**src/hdl/pedal_command_link_macros.svh**
```systemverilog
// Assertion macros of the pedal command link RTL.
`ifndef PEDAL_COMMAND_LINK_MACROS_SVH
`define PEDAL_COMMAND_LINK_MACROS_SVH

`ifndef ASSERT_OFF

// Checked only while the block is out of reset.
`define PCL_ASSERT(lbl, clk, rstn, prop) \
    lbl: assert property (@(posedge clk) disable iff (!(rstn)) (prop)) \
        else $error("pedal_command_link assertion failed");

// Checked at every edge, reset included.
`define PCL_ASSERT_ALWAYS(lbl, clk, prop) \
    lbl: assert property (@(posedge clk) (prop)) \
        else $error("pedal_command_link assertion failed");

`else

`define PCL_ASSERT(lbl, clk, rstn, prop)
`define PCL_ASSERT_ALWAYS(lbl, clk, prop)

`endif

`endif

```
**src/hdl/pcl_pkg.sv**
```systemverilog
// Types, constants and CRC helpers of the pedal command link.
`timescale 1ns / 1ps

package pcl_pkg;

    localparam int MSG_W = 40;

    localparam logic [10:0] CMD_ID      = 11'h100;
    localparam logic [7:0]  CRC_POLY    = 8'hD5;
    localparam logic [7:0]  CRC_INIT    = 8'hFF;
    localparam int          ENABLE_BIT  = 7;
    localparam logic [7:0]  LIMIT_RESET = 8'd10;

    localparam logic [1:0] ACT_FRAME = 2'd0;
    localparam logic [1:0] ACT_TICK  = 2'd1;
    localparam logic [1:0] ACT_BUS   = 2'd2;

    localparam logic [2:0] FAULT_NONE     = 3'd0;
    localparam logic [2:0] FAULT_CHECKSUM = 3'd1;
    localparam logic [2:0] FAULT_MAILBOX  = 3'd2;
    localparam logic [2:0] FAULT_BUS      = 3'd3;
    localparam logic [2:0] FAULT_POWER_UP = 3'd4;
    localparam logic [2:0] FAULT_SILENT   = 3'd5;
    localparam logic [2:0] FAULT_BAD_CMD  = 3'd6;

    typedef struct packed {
        logic [1:0]  action;
        logic [10:0] frame_id;
        logic [15:0] rx_value_0;
        logic [15:0] rx_value_1;
        logic [7:0]  rx_control;
        logic [7:0]  rx_check;
        logic        tx_free;
        logic [15:0] pedal_0;
        logic [15:0] pedal_1;
    } pcl_in_t;

    typedef struct packed {
        logic        send_valid;
        logic [15:0] tx_value_0;
        logic [15:0] tx_value_1;
        logic [7:0]  tx_status;
        logic [7:0]  tx_check;
        logic [15:0] gas_out_0;
        logic [15:0] gas_out_1;
        logic [2:0]  fault_out;
    } pcl_out_t;

    // Bit-serial CRC, MSB of the message first. Only evaluated on constants.
    function automatic logic [7:0] crc8_serial(input logic [MSG_W-1:0] msg);
        logic [7:0] c;
        logic       fb;
        c = CRC_INIT;
        for (int i = MSG_W - 1; i >= 0; i--) begin
            fb = c[7] ^ msg[i];
            c  = {c[6:0], 1'b0};
            if (fb) begin
                c = c ^ CRC_POLY;
            end
        end
        return c;
    endfunction

    // The CRC is affine in the message, so each message bit flips a fixed
    // pattern of CRC bits on top of the all-zero message's CRC.
    function automatic logic [MSG_W-1:0][7:0] crc8_columns();
        logic [MSG_W-1:0][7:0] cols;
        logic [7:0]            base;
        base = crc8_serial('0);
        for (int i = 0; i < MSG_W; i++) begin
            cols[i] = crc8_serial(MSG_W'(1) << i) ^ base;
        end
        return cols;
    endfunction

    // Frame bytes 4 down to 0 in the order the CRC consumes them.
    function automatic logic [MSG_W-1:0] frame_msg(input logic [15:0] w0,
                                                   input logic [15:0] w1,
                                                   input logic [7:0]  b4);
        return {b4, w1[7:0], w1[15:8], w0[7:0], w0[15:8]};
    endfunction

endpackage

```
**src/hdl/pcl_crc8.sv**
```systemverilog
// Parallel CRC-8 over a five-byte frame, as an XOR network of constant columns.
`timescale 1ns / 1ps

module pcl_crc8 (
    input  logic [pcl_pkg::MSG_W-1:0] msg,
    output logic [7:0]                crc
);

    localparam logic [7:0] CRC_BASE = pcl_pkg::crc8_serial('0);
    localparam logic [pcl_pkg::MSG_W-1:0][7:0] CRC_COLS = pcl_pkg::crc8_columns();

    always_comb begin
        crc = CRC_BASE;
        for (int i = 0; i < pcl_pkg::MSG_W; i++) begin
            if (msg[i]) begin
                crc = crc ^ CRC_COLS[i];
            end
        end
    end

endmodule

```
**src/hdl/pcl_core.sv**
```systemverilog
// Link state, timeout register and the per-word update and result logic.
`timescale 1ns / 1ps

module pcl_core (
    input  logic              aclk,
    input  logic              aresetn,
    input  logic              cfg_we,
    input  logic [7:0]        cfg_data,
    input  logic              step,
    input  pcl_pkg::pcl_in_t  item,
    output pcl_pkg::pcl_out_t result
);

    logic [7:0]  limit_reg;
    logic [15:0] gas0_reg, gas0_next;
    logic [15:0] gas1_reg, gas1_next;
    logic [2:0]  fault_reg, fault_next;
    logic [7:0]  silence_reg, silence_next;
    logic [3:0]  rx_seq_reg, rx_seq_next;
    logic [3:0]  tx_seq_reg, tx_seq_next;

    logic [7:0] rx_crc;
    logic [7:0] tx_crc;
    logic [7:0] status;
    logic [3:0] seq;

    assign seq    = item.rx_control[3:0];
    assign status = {1'b0, fault_reg, tx_seq_reg};

    pcl_crc8 u_rx_crc (
        .msg (pcl_pkg::frame_msg(item.rx_value_0, item.rx_value_1, item.rx_control)),
        .crc (rx_crc)
    );

    pcl_crc8 u_tx_crc (
        .msg (pcl_pkg::frame_msg(item.pedal_0, item.pedal_1, status)),
        .crc (tx_crc)
    );

    always_comb begin
        gas0_next    = gas0_reg;
        gas1_next    = gas1_reg;
        fault_next   = fault_reg;
        silence_next = silence_reg;
        rx_seq_next  = rx_seq_reg;
        tx_seq_next  = tx_seq_reg;
        result       = '0;

        unique case (item.action)
            pcl_pkg::ACT_FRAME: begin
                if (item.frame_id == pcl_pkg::CMD_ID) begin
                    if (rx_crc == item.rx_check) begin
                        if (4'(rx_seq_reg + 4'd1) == seq) begin
                            if (item.rx_control[pcl_pkg::ENABLE_BIT]) begin
                                gas0_next = item.rx_value_0;
                                gas1_next = item.rx_value_1;
                            end else begin
                                fault_next = (item.rx_value_0 == '0 && item.rx_value_1 == '0)
                                           ? pcl_pkg::FAULT_NONE : pcl_pkg::FAULT_BAD_CMD;
                                gas0_next  = '0;
                                gas1_next  = '0;
                            end
                            silence_next = '0;
                        end
                        rx_seq_next = seq;
                    end else begin
                        fault_next = pcl_pkg::FAULT_CHECKSUM;
                    end
                end
            end
            pcl_pkg::ACT_TICK: begin
                if (item.tx_free) begin
                    result.send_valid = 1'b1;
                    result.tx_value_0 = item.pedal_0;
                    result.tx_value_1 = item.pedal_1;
                    result.tx_status  = status;
                    result.tx_check   = tx_crc;
                    tx_seq_next       = 4'(tx_seq_reg + 4'd1);
                end else begin
                    fault_next = pcl_pkg::FAULT_MAILBOX;
                end
                // The count saturates at the limit, so a lowered limit bites at once.
                if (silence_reg >= limit_reg) begin
                    fault_next = pcl_pkg::FAULT_SILENT;
                end else begin
                    silence_next = 8'(silence_reg + 8'd1);
                end
            end
            pcl_pkg::ACT_BUS: begin
                fault_next = pcl_pkg::FAULT_BUS;
            end
            default: begin
            end
        endcase

        result.gas_out_0 = gas0_next;
        result.gas_out_1 = gas1_next;
        result.fault_out = fault_next;
    end

    always_ff @(posedge aclk) begin
        if (!aresetn) begin
            limit_reg   <= pcl_pkg::LIMIT_RESET;
            gas0_reg    <= '0;
            gas1_reg    <= '0;
            fault_reg   <= pcl_pkg::FAULT_POWER_UP;
            silence_reg <= '0;
            rx_seq_reg  <= '0;
            tx_seq_reg  <= '0;
        end else begin
            if (cfg_we) begin
                limit_reg <= cfg_data;
            end
            if (step) begin
                gas0_reg    <= gas0_next;
                gas1_reg    <= gas1_next;
                fault_reg   <= fault_next;
                silence_reg <= silence_next;
                rx_seq_reg  <= rx_seq_next;
                tx_seq_reg  <= tx_seq_next;
            end
        end
    end

endmodule

```
**src/hdl/pedal_command_link.sv**
```systemverilog
// Top level of the pedal command link: input and result registers around the core.
//
//  Channel  Ports                        Width  Role
//  s_       s_valid s_ready s_data       94     frame, tick or bus-error word in
//  m_       m_valid m_ready m_data       84     one result word per input word
//  cfg_     cfg_valid cfg_ready cfg_data 8      timeout limit write, always ready
//
// One word per cycle unless m_ready stalls; m_valid follows the result register.
// The whole update is one pass from the input register to the result register.
// Reset is synchronous on aresetn low; no clearing pass is needed.
// A stalled m_ side holds the result register and the input register fills;
// s_ready then drops until the result word is taken.
`timescale 1ns / 1ps
`include "pedal_command_link_macros.svh"

module pedal_command_link (
    input  logic              aclk,
    input  logic              aresetn,
    input  logic              s_valid,
    output logic              s_ready,
    input  pcl_pkg::pcl_in_t  s_data,
    output logic              m_valid,
    input  logic              m_ready,
    output pcl_pkg::pcl_out_t m_data,
    input  logic              cfg_valid,
    output logic              cfg_ready,
    input  logic [7:0]        cfg_data
);

    pcl_pkg::pcl_in_t  in_data_reg;
    logic              in_valid_reg;
    pcl_pkg::pcl_out_t out_data_reg;
    logic              out_valid_reg;
    pcl_pkg::pcl_out_t core_result;
    logic              advance;

    // A word moves on once the result register is free or being emptied.
    assign advance   = in_valid_reg && (!out_valid_reg || m_ready);
    assign s_ready   = !in_valid_reg || advance;
    assign cfg_ready = 1'b1;
    assign m_valid   = out_valid_reg;
    assign m_data    = out_data_reg;

    pcl_core u_core (
        .aclk     (aclk),
        .aresetn  (aresetn),
        .cfg_we   (cfg_valid),
        .cfg_data (cfg_data),
        .step     (advance),
        .item     (in_data_reg),
        .result   (core_result)
    );

    always_ff @(posedge aclk) begin
        if (!aresetn) begin
            in_valid_reg  <= 1'b0;
            out_valid_reg <= 1'b0;
        end else begin
            if (s_valid && s_ready) begin
                in_valid_reg <= 1'b1;
            end else if (advance) begin
                in_valid_reg <= 1'b0;
            end
            if (advance) begin
                out_valid_reg <= 1'b1;
            end else if (m_ready) begin
                out_valid_reg <= 1'b0;
            end
        end
    end

    always_ff @(posedge aclk) begin
        if (s_valid && s_ready) begin
            in_data_reg <= s_data;
        end
        if (advance) begin
            out_data_reg <= core_result;
        end
    end

    `PCL_ASSERT(a_advance_fills_out, aclk, aresetn, advance |=> out_valid_reg)
    `PCL_ASSERT(a_held_word_kept, aclk, aresetn,
        (in_valid_reg && !advance) |=> (in_valid_reg && $stable(in_data_reg)))
    `PCL_ASSERT(a_fault_code_known, aclk, aresetn,
        out_valid_reg |-> (out_data_reg.fault_out != 3'd7))
    `PCL_ASSERT(a_quiet_frame_zero, aclk, aresetn,
        (out_valid_reg && !out_data_reg.send_valid) |->
        (out_data_reg.tx_value_0 == '0 && out_data_reg.tx_value_1 == '0 &&
         out_data_reg.tx_status == '0 && out_data_reg.tx_check == '0))
    `PCL_ASSERT_ALWAYS(a_reset_empties, aclk,
        !aresetn |=> (!in_valid_reg && !out_valid_reg))

endmodule

```
**config.mk**
```make
export PLATFORM = sky130hd
export DESIGN_NAME = pedal_command_link
export DESIGN_NICKNAME = d
export VERILOG_FILES = /design/src/hdl/pcl_pkg.sv /design/src/hdl/pcl_crc8.sv /design/src/hdl/pcl_core.sv /design/src/hdl/pedal_command_link.sv
export VERILOG_INCLUDE_DIRS = /design/src /design/src/hdl
export SDC_FILE = /design/constraint.sdc
export NUM_CORES = 1
export LEC_CHECK = 0
export BUFFER_PORTS_ARGS = -buffer_cell sky130_fd_sc_hd__buf_2
export CAP_MARGIN = 0
export CORE_MARGIN = 4
export CORE_UTILIZATION = 31
export CTS_CLUSTER_DIAMETER = 120
export CTS_CLUSTER_SIZE = 25
export DETAILED_ROUTE_END_ITERATION = 16
export HOLD_SLACK_MARGIN = 0.05
export RECOVER_POWER = 100
export SKIP_LAST_GASP = 1
export SYNTH_ARGS = -nofsm -noshare
export SYNTH_HDL_FRONTEND = slang
export SYNTH_SLANG_ARGS = --single-unit
```
**constraint.sdc**
```tcl
create_clock -name aclk -period 8.3 [get_ports aclk]
set_input_delay 1.66 -clock aclk [delete_from_list [all_inputs] [get_ports aclk]]
set_output_delay 1.66 -clock aclk [all_outputs]
set_load 0.01 [all_outputs]
```
======== After elaboration in Yosys (flattened, before gate mapping) ========
Cells that the tools add are included.
storage, ports and cells
  bits in registers ....................... 239
  input port bits ......................... 107
  logic and storage cells ................. 241
cells by class
  $add $sub $neg .......................... 3
  $lt $le $gt $ge ......................... 1
  eq/ne operators ......................... 9
  muxes and demuxes ....................... 107
  bitwise logic cells ..................... 77
  reductions and logical operators ........ 17
operators by type and width
  kind                                                                      count
  8-bit 2-to-1 mux                                                          50
  16-bit 2-to-1 mux                                                         10
  5-bit inverter                                                            30
  7-bit 2-to-1 mux                                                          17
  3-bit inverter                                                            39
  7-bit inverter                                                            8
  49-bit 2-to-1 mux                                                         1
  6-bit 2-to-1 mux                                                          8
  16-bit logical NOT                                                        2
  5-bit 2-to-1 mux                                                          6
  3-bit 2-to-1 mux                                                          7
  8-bit case mux with 2 select lines                                        1
  11-bit by 9-bit == test with 1-bit output (second input constant)         1
  3-bit case mux with 3 select lines                                        1
  4-bit by 1-bit adder with 4-bit output (second input constant)            2
  8-bit by 1-bit adder with 8-bit output (second input constant)            1
  8-bit == test                                                             1
  8-bit >= comparator                                                       1
  4-bit 2-to-1 mux                                                          2
  2-bit by 1-bit inequality test with 1-bit output (second input constant)  3
  6-bit AND reduction                                                       1
  2-bit nonzero test                                                        3
  4-bit == test                                                             1
  1-bit 2-to-1 mux                                                          4
  10 further kinds                                                          14

======== Depth between registers and ports, before layout ========
Gate-level depths: netlist of the first run.
  word-level depth ........................ 83
  mapped depth ............................ 13
  mapped depth without buffers ............ 11

======== Modules after synthesis ========
A second synthesis of the first run with hierarchy kept.
unflattened totals
  cells, all modules ...................... 873
  area, all modules ....................... 11177.0 um^2
by module, submodules not included
  module              instances  cells an instance  area an instance (um^2)  seq. area each (um^2)
  pedal_command_link  1          189                5460.2                   5385.2
  pcl_core            1          520                3799.9                   1181.1
  pcl_crc8            2          82                 958.4                    0.0

======== Worst setup path after synthesis of the first run ========
No wires, ideal clock.
  path type ............................... input to register
  start point ............................. in m_ready
  end point ............................... reg u_core.gas0_reg[10]
  data arrival time ....................... 4.495 ns
  data required time ...................... 8.184 ns
  slack ................................... 3.689 ns
  cell stages on the path ................. 9
  path through ............................ nor2b_1 -> nand2b_1 -> clkbuf_1 -> inv_1 -> nand3_1 -> buf_6 -> buf_6 -> mux2i_1 -> nor2b_1
between the ends
  longest elaborated chain between the ends .. 2
RTL lines
  what                    line                      RTL
  start: declaration      pedal_command_link.sv:23  input logic m_ready,
  1-bit logical OR        pedal_command_link.sv:38  assign advance = in_valid_reg && (!out_valid_reg || m_ready);
  1-bit logical AND       pedal_command_link.sv:38
  via advance             pedal_command_link.sv:35  logic advance;
  end signal: assignment  pcl_core.sv:115           gas0_reg <= gas0_next;
  end: declaration        pcl_core.sv:15            logic [15:0] gas0_reg, gas0_next;
The timed path passes the listed nets, and every way through them passes these cells.
A chain may end at the register's enable or synchronous reset.

======== Final worst setup path of the first run ========
  start point ............................. in m_ready
  end point ............................... reg u_core.fault_reg[1]
between the ends
  longest elaborated chain between the ends .. 2
RTL lines
  what                    line                      RTL
  1-bit logical OR        pedal_command_link.sv:38
  1-bit logical AND       pedal_command_link.sv:38
  via advance             pedal_command_link.sv:35
  end signal: assignment  pcl_core.sv:106           fault_reg <= pcl_pkg::FAULT_POWER_UP;
  end signal: assignment  pcl_core.sv:117           fault_reg <= fault_next;
  end: declaration        pcl_core.sv:17            logic [2:0] fault_reg, fault_next;
The timed path passes the listed nets, and every way through them passes these cells.

==> results of run 1 <==
==> path summary, 6_finish.rpt <==
path / cells after the start / start / endpoint / slack (ns)
worst min-delay path: 2 / u_core.rx_seq_reg[3] / u_core.rx_seq_reg[3] / 0.49
worst max register to register: 12 / in_data_reg[74] / u_core.gas0_reg[5] / 3.25
worst max-delay path: 7 / m_ready / u_core.fault_reg[1] / 2.64
worst min register to register: 2 / u_core.rx_seq_reg[3] / u_core.rx_seq_reg[3] / 0.49
==> per-layer routing <==
metal  GRT usage  wire (um)
met3      0.0211       1500
met2       0.210      11900
met5           0          8
met1       0.177      11900
met4      0.0198        388
==> layout make-up <==
type / count / area, um2
Sequential cell: 238 / 6540
Inverter: 14 / 53.8
Multi-Input combinational cell: 528 / 4340
Clock inverter: 3 / 22.5
Fill cell: 3477 / 22700
Tap cell: 461 / 577
Clock buffer: 19 / 358
Timing Repair Buffer: 195 / 847
==> worst register-to-register path: stages, from the launching register on <==
cell	delay, ns
edfxtp_1	0.48
inv_1	0.07
ha_1	0.35
xor2_1	0.18
xnor2_1	0.25
xnor3_1	0.46
xnor2_1	0.14
nor2_1	0.10
and4_1	0.35
nand3_1	0.23
clkbuf_1	1.87
mux2i_1	0.37
nor2b_1	0.08
==> logic make-up after synthesis <==
group | after synthesis | share of synthesized area
AND/OR/NAND/NOR | 216 | 0.111
other | 2 | 0.000675
flip-flops | 238 | 0.588
adder cells (fa/ha/maj) | 12 | 0.0135
multiplexers | 71 | 0.0675
XOR/XNOR | 185 | 0.172
buffers and inverters | 47 | 0.0207
AO/OA/AOI/OAI | 42 | 0.0270
==> through the flow <==
stage / utilization / worst slack, ns / area, um2 / cells
after floorplan: - / 3.69 / 11100 / 813
after global placement: 0.353 / 4.28 / 12500 / 1436
after detailed placement: 0.353 / 4.19 / 12500 / 1436
after CTS: 0.364 / 4.39 / 12900 / 1458
after global routing: 0.359 / 2.11 / 12700 / 1458
final: 0.359 / 2.64 / 12700 / 1458
==> cell usage after synthesis, drive strengths merged (13+ instances only) <==
library cell and count:
edfxtp 177, and2 76, nor2 27, dfxtp 61, mux2i 39, xor2 47
nand2 25, inv 14, xnor2 118, buf 13, xnor3 19, mux2 32
clkbuf 20, nor2b 41
==> power by group <==
group	internal [uW]	switching [uW]	leakage, uW
Clock	308	383	0.000182
Sequential	1340	45.6	0.00216
Combinational	241	232	0.00242
==> run_summary.xml, run 1 <==
<?xml version="1.0" encoding="UTF-8"?>
<metrics>
  <group name="clock_tree">
    <metric name="clock_latency" unit="ns">0.49</metric>
    <metric name="worst_setup_hold_path_clk_slew" unit="ns">0.10</metric>
    <metric name="root_cell_of_the_clock_tree" unit="">clkbuf_16</metric>
    <metric name="cts_hold_repair.buffers" unit="">0</metric>
    <metric name="number_of_clock_sinks_seen_by_cts" unit="">238</metric>
    <metric name="number_of_gates_resized_after_cts" unit="">0</metric>
    <metric name="post-cts-setup-buffer-count" unit="">0</metric>
    <metric name="cts_max_level" unit="">1</metric>
    <metric name="cts_tree" unit="">done</metric>
    <metric name="cts_inserted_buffers" unit="">13</metric>
    <metric name="clockBufferDepth" unit="">3</metric>
  </group>
  <group name="synth">
    <metric name="synthesis.area" unit="um2">11100</metric>
    <metric name="synthDominantAreaCellType" unit="">edfxtp_1</metric>
    <metric name="synth_seq_cells" unit="">238</metric>
    <metric name="share_of_synthesized_flip_flops_with_an_asynchronous_set_or_reset" unit="">0</metric>
    <metric name="ys_top_cells_by_area" unit="">edfxtp_1, dfxtp_1, xnor2_1</metric>
    <metric name="netlist_instances" unit="">813</metric>
    <metric name="synth_warnings" unit="">0</metric>
    <metric name="synth_seq_area_share" unit="">0.588</metric>
    <metric name="number_of_synthesized_flops_with_an_enable_pin" unit="">177</metric>
    <metric name="synth_area_per_cell" unit="um2">13.7</metric>
    <metric name="synth_largest_type_area_fraction" unit="">0.478</metric>
    <metric name="synth_top_flop_cell" unit="">edfxtp_1</metric>
    <metric name="synth.net_count" unit="">932</metric>
    <metric name="yosys.cell_types.count" unit="">53</metric>
  </group>
  <group name="floorplan">
    <metric name="core-area" unit="um2">35500</metric>
    <metric name="die-width" unit="um">197</metric>
    <metric name="initial_core_util" unit="">0.314</metric>
    <metric name="dieArea" unit="um2">39000</metric>
    <metric name="placementRows" unit="">69</metric>
    <metric name="floorplan.die.height" unit="um">197</metric>
    <metric name="floorplan.io_pins" unit="">194</metric>
  </group>
  <group name="routing">
    <metric name="via_per_inst" unit="">4.49</metric>
    <metric name="postRouteAntennaNets" unit="">0</metric>
    <metric name="first_pass_iters" unit="">4</metric>
    <metric name="violation_count_after_the_first_detailed_route_iteration" unit="">284</metric>
    <metric name="dr_total_vias" unit="">6552</metric>
    <metric name="drcViolationCount" unit="">0</metric>
    <metric name="drt_wl_total" unit="mm">25.6</metric>
    <metric name="drt-wirelength-per-cell" unit="um">17.6</metric>
  </group>
  <group name="timing">
    <metric name="post-route-period-util" unit="">0.682</metric>
    <metric name="hold_viol_final" unit="">0</metric>
    <metric name="achievable-frequency" unit="MHz">177</metric>
    <metric name="transition_time_at_the_pin_with_the_least_slew_margin" unit="ns">3.89</metric>
    <metric name="period_needed" unit="ns">5.66</metric>
    <metric name="timing.final.setup_violations" unit="">0</metric>
    <metric name="relSlewSlack" unit="">-1.60</metric>
    <metric name="slew_violations" unit="">226</metric>
    <metric name="holdWs" unit="ns">0.489</metric>
    <metric name="grt_setup_unrepaired" unit="">false</metric>
    <metric name="fin_skew" unit="ns">0.0326</metric>
    <metric name="accumulated_negative_setup_slack" unit="ns">0</metric>
  </group>
  <group name="critical_path">
    <metric name="arrival" unit="ns">6.09</metric>
    <metric name="timing.critical_path.cells" unit="">buf_2, nor2b_1, nand2b_1, clkinvlp_2, clkbuf_1, o21ai_0, o21ba_2</metric>
    <metric name="start_kind" unit="">input pin</metric>
    <metric name="cp_slowest_cell" unit="">clkbuf_1</metric>
    <metric name="cp_class" unit="">in -&gt; reg</metric>
    <metric name="critical-path-max-stage-delay" unit="ns">2.76</metric>
    <metric name="critical_path.endpoint_type" unit="">flop</metric>
    <metric name="cp_max_fo" unit="">68</metric>
    <metric name="worstPathBufferInverterCount" unit="">3</metric>
    <metric name="cp_top_family" unit="">buffers and inverters</metric>
    <metric name="critical_path_required" unit="ns">8.73</metric>
  </group>
  <group name="grt">
    <metric name="grt_max_degree" unit="">69</metric>
    <metric name="global_route.overflow_total" unit="">0</metric>
    <metric name="antenna_violations_before_repair" unit="">1</metric>
    <metric name="first_global_vias" unit="">6724</metric>
    <metric name="wire_length_of_the_first_global_routing_pass" unit="mm">38.4</metric>
    <metric name="grt.total_usage" unit="">0.126</metric>
  </group>
  <group name="outcome">
    <metric name="run_status" unit="">complete, but fails checks</metric>
    <metric name="failing_checks" unit="">capacitance limit, slew limit</metric>
  </group>
  <group name="finish">
    <metric name="fin_nets" unit="">1109</metric>
    <metric name="largest_register_ff_count" unit="">94</metric>
    <metric name="fraction_of_final_layout_cells_with_drive_strength_greater_than_1" unit="">0.143</metric>
    <metric name="antenna_cells" unit="">0</metric>
    <metric name="layout.cells.most_common" unit="">edfxtp_1</metric>
    <metric name="area.growth.synth_to_final" unit="%">14.5</metric>
    <metric name="most-common-layout-cells" unit="">edfxtp_1, xnor2_1, clkbuf_1, buf_2, dfxtp_1</metric>
  </group>
  <group name="placement">
    <metric name="gp_routability_congestion" unit="">0.793</metric>
    <metric name="io_buffer_count" unit="">191</metric>
    <metric name="dp.final_hpwl" unit="mm">18.3</metric>
  </group>
  <group name="power">
    <metric name="worst_ir_drop_vdd" unit="V">0.000169</metric>
    <metric name="power_density" unit="nW/um2">200</metric>
    <metric name="power.leakage" unit="uW">0.00477</metric>
    <metric name="total_power" unit="uW">2550</metric>
  </group>
  <group name="flow_run">
    <metric name="max_cap_viols" unit="">5</metric>
  </group>
  <group name="hold_path">
    <metric name="kind_of_path_behind_the_tightest_hold_check" unit="">reg -&gt; reg</metric>
  </group>
</metrics>
(Power assumes the default switching activity.)
==> inputs of run 2 (changes only) <==
Clock period 8.3 ns to 4.6 ns, I/O delays scaled along.
==> run 2 against run 1 <==
The flow still finishes with violations (capacitance limit, slew limit). Largest power group unchanged. Total power up 80%. Register-to-register slack worse by 2.6 ns. Worst hold slack gained 0.010 ns. Die area did not move. Combinational power increased by 80%. Worst setup slack worse by 2.0 ns. Via count grew 0.82%. Clock power increased by 79%.
==> run_summary.xml, run 2 (synthesis results as in run 1) <==
<?xml version="1.0" encoding="UTF-8"?>
<metrics>
  <group name="floorplan">
    <metric name="placementRows" unit="">69</metric>
    <metric name="die-width" unit="um">197</metric>
    <metric name="core-area" unit="um2">35500</metric>
    <metric name="initial_core_util" unit="">0.314</metric>
    <metric name="floorplan.die.height" unit="um">197</metric>
    <metric name="dieArea" unit="um2">39000</metric>
    <metric name="floorplan.io_pins" unit="">194</metric>
  </group>
  <group name="finish">
    <metric name="fraction_of_final_layout_cells_with_drive_strength_greater_than_1" unit="">0.141</metric>
    <metric name="largest_register_ff_count" unit="">94</metric>
    <metric name="num-fill-cells" unit="">3472</metric>
    <metric name="area_used_by_multi_input_combinational_logic" unit="um2">4350</metric>
    <metric name="fin_nets" unit="">1112</metric>
    <metric name="area.growth.synth_to_final" unit="%">14.5</metric>
    <metric name="antenna_cells" unit="">0</metric>
    <metric name="final_standard_cell_count_with_taps_included_and_fillers_excluded" unit="">1460</metric>
    <metric name="final-seq-area" unit="um2">6540</metric>
    <metric name="most-common-layout-cells" unit="">edfxtp_1, clkbuf_1, xnor2_1, buf_2, dfxtp_1</metric>
    <metric name="layout.cells.most_common" unit="">edfxtp_1</metric>
  </group>
  <group name="critical_path">
    <metric name="critical-path-max-stage-delay" unit="ns">0.58</metric>
    <metric name="start_kind" unit="">flop</metric>
    <metric name="critical_path_required" unit="ns">4.84</metric>
    <metric name="critical_path.endpoint_type" unit="">flop</metric>
    <metric name="cp_slowest_cell" unit="">nand2_2</metric>
    <metric name="cp_class" unit="">reg -&gt; reg</metric>
    <metric name="timing.critical_path.cells" unit="">inv_1, ha_1, xor2_1, xnor2_1, xnor3_1, xnor2_1, nor2_1, and4_1, nand2_2, mux2_2</metric>
    <metric name="worst-r2r-cell-count" unit="">10</metric>
    <metric name="arrival" unit="ns">4.18</metric>
    <metric name="worst_path_most_repeated_cell" unit="">xnor2_1</metric>
    <metric name="cp_max_fo" unit="">32</metric>
  </group>
  <group name="timing">
    <metric name="timing.final.setup_violations" unit="">0</metric>
    <metric name="transition_time_at_the_pin_with_the_least_slew_margin" unit="ns">2.48</metric>
    <metric name="relSlewSlack" unit="">-0.653</metric>
    <metric name="grt_setup_unrepaired" unit="">false</metric>
    <metric name="accumulated_negative_setup_slack" unit="ns">0</metric>
    <metric name="post-route-period-util" unit="">0.857</metric>
    <metric name="achievable-frequency" unit="MHz">254</metric>
    <metric name="hold_viol_final" unit="">0</metric>
    <metric name="fin_skew" unit="ns">0.0146</metric>
    <metric name="period_needed" unit="ns">3.94</metric>
    <metric name="slew_violations" unit="">73</metric>
  </group>
  <group name="placement">
    <metric name="dp.final_hpwl" unit="mm">18.7</metric>
    <metric name="gp_routability_congestion" unit="">0.856</metric>
    <metric name="io_buffer_count" unit="">191</metric>
    <metric name="placed_cells" unit="">1439</metric>
  </group>
  <group name="outcome">
    <metric name="failing_checks" unit="">capacitance limit, slew limit</metric>
    <metric name="run_status" unit="">complete, but fails checks</metric>
  </group>
  <group name="grt">
    <metric name="grt_max_degree" unit="">65</metric>
    <metric name="antenna_violations_before_repair" unit="">2</metric>
    <metric name="first_global_vias" unit="">6646</metric>
    <metric name="grt.total_usage" unit="">0.127</metric>
    <metric name="wire_length_of_the_first_global_routing_pass" unit="mm">38.9</metric>
    <metric name="global_route.overflow_total" unit="">0</metric>
  </group>
  <group name="routing">
    <metric name="first_pass_iters" unit="">5</metric>
    <metric name="m1WireLength" unit="mm">11.5</metric>
    <metric name="drcViolationCount" unit="">0</metric>
    <metric name="drt-wirelength-per-cell" unit="um">17.7</metric>
    <metric name="drt_wl_total" unit="mm">25.9</metric>
    <metric name="postRouteAntennaNets" unit="">0</metric>
    <metric name="via_per_inst" unit="">4.52</metric>
    <metric name="maxUsedRoutingLayer" unit="">met5</metric>
    <metric name="met3_wirelength" unit="mm">1.91</metric>
    <metric name="violation_count_after_the_first_detailed_route_iteration" unit="">354</metric>
    <metric name="met2RoutedLength" unit="mm">12.0</metric>
    <metric name="dr_total_vias" unit="">6606</metric>
  </group>
  <group name="power">
    <metric name="worst_ir_drop_vdd" unit="V">0.000268</metric>
    <metric name="power_density" unit="nW/um2">360</metric>
    <metric name="power.leakage" unit="uW">0.00476</metric>
  </group>
  <group name="clock_tree">
    <metric name="number_of_gates_resized_after_cts" unit="">0</metric>
    <metric name="clock_latency" unit="ns">0.49</metric>
    <metric name="post-cts-setup-buffer-count" unit="">0</metric>
    <metric name="clockBufferDepth" unit="">3</metric>
    <metric name="worst_setup_hold_path_clk_slew" unit="ns">0.11</metric>
    <metric name="cts_hold_repair.buffers" unit="">0</metric>
    <metric name="cts_tree" unit="">done</metric>
    <metric name="cts_max_level" unit="">1</metric>
    <metric name="cts_inserted_buffers" unit="">13</metric>
    <metric name="number_of_clock_sinks_seen_by_cts" unit="">238</metric>
    <metric name="root_cell_of_the_clock_tree" unit="">clkbuf_16</metric>
  </group>
  <group name="hold_path">
    <metric name="kind_of_path_behind_the_tightest_hold_check" unit="">reg -&gt; reg</metric>
    <metric name="hold_path_depth" unit="">2</metric>
  </group>
  <group name="flow_run">
    <metric name="max_cap_viols" unit="">2</metric>
  </group>
</metrics>
-- run 2: changes by cell type in the layout (fill, tap and decap cells not counted), sizes merged --
| cell | before | now |
|---|---|---|
| clkbuf | 126 | 134 |
| inv | 15 | 14 |
| clkinv | 0 | 1 |
| clkinvlp | 2 | 1 |
| buf | 88 | 83 |
-- run 2: worst paths after layout --
| path | slack [ns] | from | endpoint |
|---|---|---|---|
| worst max-delay path | 0.66 | in_data_reg[74] | m_data[25] |
| worst min-delay path | 0.50 | u_core.rx_seq_reg[3] | u_core.rx_seq_reg[3] |
| worst max register to register | 0.66 | in_data_reg[74] | m_data[25] |
| worst min register to register | 0.50 | u_core.rx_seq_reg[3] | u_core.rx_seq_reg[3] |
-- run 2: per-layer routing --
layer / up-vias / GRT usage
met2: 213 / 0.212
met4: 4 / 0.0252
met3: 29 / 0.0249
met5: - / 0
met1: 3180 / 0.175
li1: 3180 / -
-- run 2: final cells by class --
type / instances / share of cell area
sequential: 238 / 0.513
multi-input combinational: 528 / 0.341
timing repair buffer: 198 / 0.0675
tap: 461 / 0.0453
clock buffer: 19 / 0.0273
inverter: 14 / 0.00422
clock inverter: 2 / 0.00128
-- run 2: worst max-delay path, delay by kind of cell, from the launching register on --
kind                       cells  cell delay (ns)
adders and majority gates      1             0.35
muxes                          1             0.49
DFF                            1             0.46
and+or+nand+nor                3             1.27
xor gates and xnor gates       4             1.02
buffers and inverters          1             0.07
-- run 2: power breakdown --
group          switching, uW  internal, uW  total, uW
logic                    418           435        853
clock network            702           540       1240
registers               83.7          2410       2500
-- run 2: through the flow --
step                      utilization  hold slack, ns  cell area [um2]  setup slack, ns  power, uW
after floorplan                     -           0.456            11100            0.729       3200
after global placement          0.353           0.472            12500            0.873       3420
after detailed placement        0.353           0.487            12500            0.810       3420
after CTS                       0.364           0.503            12900            0.785       4690
after global routing            0.359           0.526            12700            0.358       4830
final                           0.359           0.499            12700            0.659       4590
